==> src/thumb_br_pkg.sv <==
package thumb_br_pkg;

  // branch forms carried by the opcode field
  localparam logic [2:0] OP_B_T1  = 3'd0;
  localparam logic [2:0] OP_B_T2  = 3'd1;
  localparam logic [2:0] OP_B_T3  = 3'd2;
  localparam logic [2:0] OP_BL_T1 = 3'd3;
  localparam logic [2:0] OP_BX_T1 = 3'd4;

  // fault codes
  localparam logic [1:0] FAULT_NONE    = 2'd0;
  localparam logic [1:0] FAULT_COND_E  = 2'd1;
  localparam logic [1:0] FAULT_IT_POS  = 2'd2;

  localparam logic [3:0] COND_AL       = 4'he;
  localparam logic [3:0] COND_NV       = 4'hf;

  typedef struct packed {
    logic        branch_taken;
    logic [31:0] target_pc;
    logic        link_write;
    logic [31:0] link_value;
    logic        thumb_bit;
    logic [1:0]  fault_code;
  } br_result_t;

  // standard condition test, 0xf passes like 0xe
  function automatic logic cond_pass(input logic [3:0] cond, input logic [3:0] nzcv);
    logic n;
    logic z;
    logic c;
    logic v;
    logic r;
    n = nzcv[3];
    z = nzcv[2];
    c = nzcv[1];
    v = nzcv[0];
    unique case (cond[3:1])
      3'd0:    r = z;
      3'd1:    r = c;
      3'd2:    r = n;
      3'd3:    r = v;
      3'd4:    r = c & ~z;
      3'd5:    r = (n == v);
      3'd6:    r = (n == v) & ~z;
      default: r = 1'b1;
    endcase
    if (cond[0] && (cond != COND_NV)) begin
      r = ~r;
    end
    return r;
  endfunction

endpackage

==> src/thumb_branch_execute.sv <==
// Thumb branch execute unit. A request is taken on any clock edge where start is high and
// busy is low; busy never rises, so one branch can be issued every cycle. The request is
// captured in an input register, resolved by one pass of decode, condition test and a
// single 32-bit target adder, and the outcome is captured in a result register: done pulses
// for exactly one cycle once the request has passed the input and result registers, with the result ports valid in that
// cycle only. The receiver cannot stall the unit, so it must take each result as it appears.
// Faulting requests (reserved condition in B T1, bad IT-block position) give all-zero
// results except fault_code.
module thumb_branch_execute
  import thumb_br_pkg::*;
(
  input  logic        clk,
  input  logic        rst,
  input  logic        start,
  output logic        busy,
  input  logic [2:0]  opcode,
  input  logic [31:0] instruction,
  input  logic [31:0] current_pc,
  input  logic [31:0] rm_value,
  input  logic [3:0]  flags_nzcv,
  input  logic        in_it_block,
  input  logic        last_in_it_block,
  output logic        done,
  output logic        branch_taken,
  output logic [31:0] target_pc,
  output logic        link_write,
  output logic [31:0] link_value,
  output logic        thumb_bit,
  output logic [1:0]  fault_code
);

  // input register
  logic        req_valid;
  logic [2:0]  op_q;
  logic [31:0] ins_q;
  logic [31:0] pc_q;
  logic [31:0] rm_q;
  logic [3:0]  nzcv_q;
  logic        it_q;
  logic        last_q;

  // result register
  logic        res_valid;
  br_result_t  res;
  br_result_t  res_next;

  // no back-pressure: a new request can be taken every cycle
  assign busy = 1'b0;

  always_ff @(posedge clk) begin
    if (rst) begin
      req_valid <= 1'b0;
    end else begin
      req_valid <= start & ~busy;
    end
  end

  always_ff @(posedge clk) begin
    if (start && !busy) begin
      op_q   <= opcode;
      ins_q  <= instruction;
      pc_q   <= current_pc;
      rm_q   <= rm_value;
      nzcv_q <= flags_nzcv;
      it_q   <= in_it_block;
      last_q <= last_in_it_block;
    end
  end

  // immediate fields shared by the 32-bit forms
  logic        s_bit;
  logic        j1;
  logic        j2;
  logic        i1;
  logic        i2;
  logic        not_last;
  logic [31:0] off_t1;
  logic [31:0] off_t2;
  logic [31:0] off_t3;
  logic [31:0] off_bl;
  logic [31:0] offset;
  logic [31:0] rel_target;
  logic        taken;
  logic        link;
  logic [31:0] target;
  logic        tbit;
  logic [1:0]  fault;

  assign s_bit    = ins_q[26];
  assign j1       = ins_q[13];
  assign j2       = ins_q[11];
  assign i1       = ~(j1 ^ s_bit);
  assign i2       = ~(j2 ^ s_bit);
  assign not_last = it_q & ~last_q;

  assign off_t1 = {{23{ins_q[7]}}, ins_q[7:0], 1'b0};
  assign off_t2 = {{20{ins_q[10]}}, ins_q[10:0], 1'b0};
  assign off_t3 = {{11{s_bit}}, s_bit, j2, j1, ins_q[21:16], ins_q[10:0], 1'b0};
  assign off_bl = {{7{s_bit}}, s_bit, i1, i2, ins_q[25:16], ins_q[10:0], 1'b0};

  // one adder serves every pc-relative form
  always_comb begin
    unique case (op_q)
      OP_B_T1:  offset = off_t1;
      OP_B_T2:  offset = off_t2;
      OP_B_T3:  offset = off_t3;
      OP_BL_T1: offset = off_bl;
      default:  offset = 32'd0;
    endcase
  end

  assign rel_target = pc_q + offset;

  always_comb begin
    taken  = 1'b0;
    link   = 1'b0;
    target = rel_target;
    tbit   = 1'b0;
    fault  = FAULT_NONE;
    unique case (op_q)
      OP_B_T1: begin
        // reserved condition is checked ahead of the it position
        if (ins_q[11:8] == COND_AL) begin
          fault = FAULT_COND_E;
        end else if (it_q) begin
          fault = FAULT_IT_POS;
        end else begin
          taken = cond_pass(ins_q[11:8], nzcv_q);
        end
      end
      OP_B_T2: begin
        if (not_last) begin
          fault = FAULT_IT_POS;
        end else begin
          taken = 1'b1;
        end
      end
      OP_B_T3: begin
        if (it_q) begin
          fault = FAULT_IT_POS;
        end else begin
          taken = cond_pass(ins_q[25:22], nzcv_q);
        end
      end
      OP_BL_T1: begin
        if (not_last) begin
          fault = FAULT_IT_POS;
        end else begin
          taken = 1'b1;
          link  = 1'b1;
        end
      end
      OP_BX_T1: begin
        if (not_last) begin
          fault = FAULT_IT_POS;
        end else begin
          taken  = 1'b1;
          target = rm_q;
          tbit   = rm_q[0];
        end
      end
      default: begin
        taken = 1'b0;
      end
    endcase

    // untaken or faulting branches give zeros apart from the fault code
    res_next.branch_taken = taken;
    res_next.target_pc    = taken ? {target[31:1], 1'b0} : 32'd0;
    res_next.link_write   = taken & link;
    res_next.link_value   = (taken && link) ? {pc_q[31:1], 1'b1} : 32'd0;
    res_next.thumb_bit    = taken & tbit;
    res_next.fault_code   = fault;
  end

  always_ff @(posedge clk) begin
    if (rst) begin
      res_valid <= 1'b0;
    end else begin
      res_valid <= req_valid;
    end
  end

  always_ff @(posedge clk) begin
    if (req_valid) begin
      res <= res_next;
    end
  end

  assign done         = res_valid;
  assign branch_taken = res.branch_taken;
  assign target_pc    = res.target_pc;
  assign link_write   = res.link_write;
  assign link_value   = res.link_value;
  assign thumb_bit    = res.thumb_bit;
  assign fault_code   = res.fault_code;

  // every request comes out on done after passing the input and result registers
  a_latency: assert property (@(posedge clk) disable iff (rst)
    start && !busy |-> ##2 done)
    else $error("request did not complete in two cycles");

  a_fault_suppress: assert property (@(posedge clk) disable iff (rst)
    done && (fault_code != FAULT_NONE) |-> !branch_taken && !link_write)
    else $error("faulting branch was taken");

  a_untaken_zero: assert property (@(posedge clk) disable iff (rst)
    done && !branch_taken |-> (target_pc == 32'd0) && (link_value == 32'd0) && !thumb_bit)
    else $error("untaken branch left non-zero result");

  a_link_form: assert property (@(posedge clk) disable iff (rst)
    done && link_write |-> branch_taken && link_value[0] && !target_pc[0])
    else $error("bad link result");

  a_no_stray_done: assert property (@(posedge clk) disable iff (rst)
    done |-> $past(req_valid))
    else $error("result without a request");

endmodule
==> config.mk <==
export PLATFORM = sky130hd
export DESIGN_NAME = thumb_branch_execute
export DESIGN_NICKNAME = d
export VERILOG_FILES = /design/src/thumb_br_pkg.sv /design/src/thumb_branch_execute.sv
export SDC_FILE = /design/constraint.sdc
export NUM_CORES = 1
export LEC_CHECK = 0
export CAP_MARGIN = 20
export CORE_UTILIZATION = 40
export CTS_CLUSTER_SIZE = 40
export DETAILED_ROUTE_END_ITERATION = 10
export DONT_BUFFER_PORTS = 1
export GPL_ROUTABILITY_DRIVEN = 1
export PLACE_DENSITY_LB_ADDON = 0.08
export RECOVER_POWER = 50
export SLEW_MARGIN = 20
export SYNTH_ARGS = -nofsm -noshare
export SYNTH_HDL_FRONTEND = slang
export SYNTH_SLANG_ARGS = --single-unit
export TNS_END_PERCENT = 1
==> constraint.sdc <==
create_clock -name clk -period 3.7 [get_ports clk]
set_input_delay 0.185 -clock clk [delete_from_list [all_inputs] [get_ports clk]]
set_output_delay 0.185 -clock clk [all_outputs]
set_load 0.02 [all_outputs]
==> out/metrics.cfg <==
[outcome]
outcome = finished with violations
violations = max-capacitance violations, max-slew violations

[sta]
min_period_over_period_pct = 93.3
fin_ws_ps = 248
setup_viol = 0
worst_slew_pin_slew_ps = 2480
finalCriticalPeriod_ps = 3450
clock.fmax_ghz = 0.290
relSlewSlack_pct = -65.4
rsz0062_at_grt = yes
fin_skew_ps = 13.9
hold_viol_final = 0
report.final.slew_viol_count = 97

[final_layout]
final_util_pct = 51.4
area_growth_pct = 25.8
final_nets = 903
drive_gt1_share_pct = 9.91
insertedDiodeCount = 0

[global_route]
track_usage_pct = 19.8
grt_pass1_vias = 5459
antenna_found_initial = 0
grt_pass1_wl_um = 29700
gr-total-overflow = 0
grt_start_max_net_pins = 97

[clock_network]
cts_tree = done
clkSlewWorstSetupHoldPaths_ps = 70
clk_latency_ps = 430
clock-sinks = 165
cts-root-buf = clkbuf_16
clk_path_buf_depth = 2
htree_num_levels = 4
cts_buffers = 17

[routing]
wl_per_cell_um = 18.6
drtAntennaViolNets = 0
drc = 0
dr_total_vias = 5438
via_per_inst = 5.22
first_iter_violations = 349
first_pass_iters = 5
wirelength_um = 19400

[floorplan]
die_h_um = 143
num_rows = 51
io_pins = 179
initial_core_util_pct = 40.9
fp.dieArea_um2 = 20500
coreArea_um2 = 19500
die_width_um = 143

[setup_path]
r2r-end = target_pc[23]$_SDFFCE_PN0P_
regToRegSetupSlack_ps = 250
reg2reg_depth = 11
critical_path_arrival_ps = 3680
end_kind = flip-flop
reg2reg_from = op_q[2]$_DFFE_PP_
start_kind = flip-flop
critical_path_class = flip-flop to flip-flop
crit_required_ps = 3930
crit_fanout = 7

[min_path]
holdPathEnd = ins_q[0]$_DFFE_PP_
hp-start = instruction[0]
hp-class = input pin to flip-flop
hold_path_depth = 1

[placement]
place_congestion = 0.808
portBuffers = 0
post-place-ws_ps = 52.8
place_hpwl_um = 13500

[logic_synthesis]
synth_edf_count = 163
yosysSeqAreaShare_pct = 62.0
synthCells = 650
async_flop_share_pct = 0
synth-seq-cells = 165
synth_area_um2 = 7960
avgSynthCellArea_um2 = 12.3
synth_ff_type = edfxtp_1
ys_types = 65
yosys_warnings = 0

[power]
ir_drop_uv = 316
cellPowerDensity_nw_per_um2 = 526
p_leak_nw = 3.64
power_mw = 5.27

[flow_run]
cap_viol_max_count = 1

==> sequential cells by signal (all words and copies together), names as in the netlist <==
name and count:
ins_q 24, link_value 31, fault_code 2, it_q 1
op_q 3, last_q 1, branch_taken 1, rm_q 32
pc_q 31, req_valid 1, thumb_bit 1, done 1
target_pc 31, nzcv_q 4, link_write 1
==> critical path, cell delays in order, from the launching register on <==
cell	delay, ps
edfxtp_1	490
nor2b_1	150
ha_1	170
inv_1	60
fa_1	380
nor2b_1	210
o2111ai_1	250
a2111o_1	520
a21oi_1	320
o21bai_1	130
and4_1	250
o41ai_1	330
==> cell usage after synthesis (12+ instances only) <==
master / n / area [um^2]
ha_1: 30 / 375
clkbuf_1: 25 / 93.8
nor2_1: 31 / 116
nand2_1: 68 / 255
nand3_1: 14 / 70.1
a21oi_1: 52 / 260
xnor2_1: 13 / 114
nor2b_1: 21 / 131
inv_1: 13 / 48.8
nor3_1: 12 / 60.1
and2_1: 35 / 219
edfxtp_1: 163 / 4890
o21ai_0: 34 / 170
==> cells by family (layout without fill, tap and decap cells) <==
logic type | Yosys count | in the layout | share of synthesized area, %
buffers and inverters | 43 | 169 | 2.17
flip-flops | 165 | 165 | 62.0
multiplexers | 12 | 12 | 1.81
other | 1 | 2 | 0.0471
AND/OR/NAND/NOR | 233 | 233 | 15.2
adder cells (fa/ha/maj) | 31 | 31 | 4.97
XOR/XNOR | 13 | 13 | 1.43
AO/OA/AOI/OAI | 152 | 152 | 12.4
==> routing by layer <==
layer / vias up / track usage (%) / wire length [um]
li1: 2680 / - / -
met4: 0 / 7.41 / 254
met2: 118 / 33.6 / 9820
met5: - / 0 / 0
met3: 15 / 4.39 / 758
met1: 2625 / 24.5 / 8580
==> through the flow <==
| step | std cells | setup TNS [ps] | cell area, um^2 | hold WS (ps) |
|---|---|---|---|---|
| floorplan | 651 | 0 | 7970 | 257 |
| global placement | 911 | 0 | 8370 | 249 |
| detailed placement | 911 | 0 | 8370 | 249 |
| CTS | 1042 | 0 | 10000 | 240 |
| global route | 1042 | -104 | 10000 | 350 |
| finish | 1042 | 0 | 10000 | 373 |
==> layout make-up <==
type                    instances  area [um^2]
clock buffers                  18          439
multi-input cells             443         2870
clock inverters                14          211
repair buffers                124         1170
flip-flops and latches        165         4940
well taps                     265          332
fillers                      1706         9450
inverters                      13         48.8
==> where the power goes <==
| group | internal, mW | leakage, nW | switching (mW) | total (mW) |
|---|---|---|---|---|
| logic | 0.403 | 1.81 | 0.505 | 0.908 |
| clock network | 1.17 | 0.316 | 0.782 | 1.95 |
| registers | 2.24 | 1.52 | 0.168 | 2.41 |
==> cells in the final DEF, fill, tap and decap left out, drive strengths merged, types with 4 or more instances in the layout <==
| cell type | synthesis | layout |
|---|---|---|
| o21a | 5 | 5 |
| nor4 | 4 | 4 |
| xnor2 | 13 | 13 |
| a21o | 9 | 9 |
| inv | 13 | 20 |
| buf | 5 | 25 |
| and2 | 35 | 35 |
| nand2 | 68 | 68 |
| nand4 | 9 | 9 |
| clkbuf | 25 | 19 |
| dlygate4sd3 | 0 | 98 |
| nand3 | 14 | 14 |
| o21ai | 34 | 34 |
| o21bai | 4 | 4 |
| or3 | 9 | 9 |
| a211oi | 8 | 8 |
| a31oi | 5 | 5 |
| bufinv | 0 | 4 |
| nor3 | 12 | 12 |
| a21oi | 52 | 52 |
| edfxtp | 163 | 163 |
| nor2 | 31 | 31 |
| nand2b | 6 | 6 |
| and3 | 9 | 9 |
| mux2i | 8 | 8 |
| ha | 30 | 30 |
| nor2b | 21 | 21 |
==> worst max path at each step <==
stage / cells past startpoint / slack, ps / to / from
4_1_cts: 13 / 20 / target_pc[30]$_SDFFCE_PN0P_ / ins_q[7]$_DFFE_PP_
2_1_floorplan: 13 / 310 / target_pc[30]$_SDFFCE_PN0P_ / op_q[0]$_DFFE_PP_
3_5_place_dp: 13 / 50 / target_pc[30]$_SDFFCE_PN0P_ / ins_q[7]$_DFFE_PP_
3_3_place_gp: 13 / 130 / target_pc[30]$_SDFFCE_PN0P_ / ins_q[7]$_DFFE_PP_
6_report: 11 / 250 / target_pc[23]$_SDFFCE_PN0P_ / op_q[2]$_DFFE_PP_
5_1_grt: 11 / -50 / target_pc[29]$_SDFFCE_PN0P_ / op_q[2]$_DFFE_PP_
==> repair_timing <==
item | in CTS | in global routing
endpoints found under the setup margin | 0 | 7
resized for setup | 0 | 7
hold buffers | 99 | 0
buffers inserted | 0 | 0
hold endpoints to repair | 194 | 0
Power figures use the tool's default switching activity.
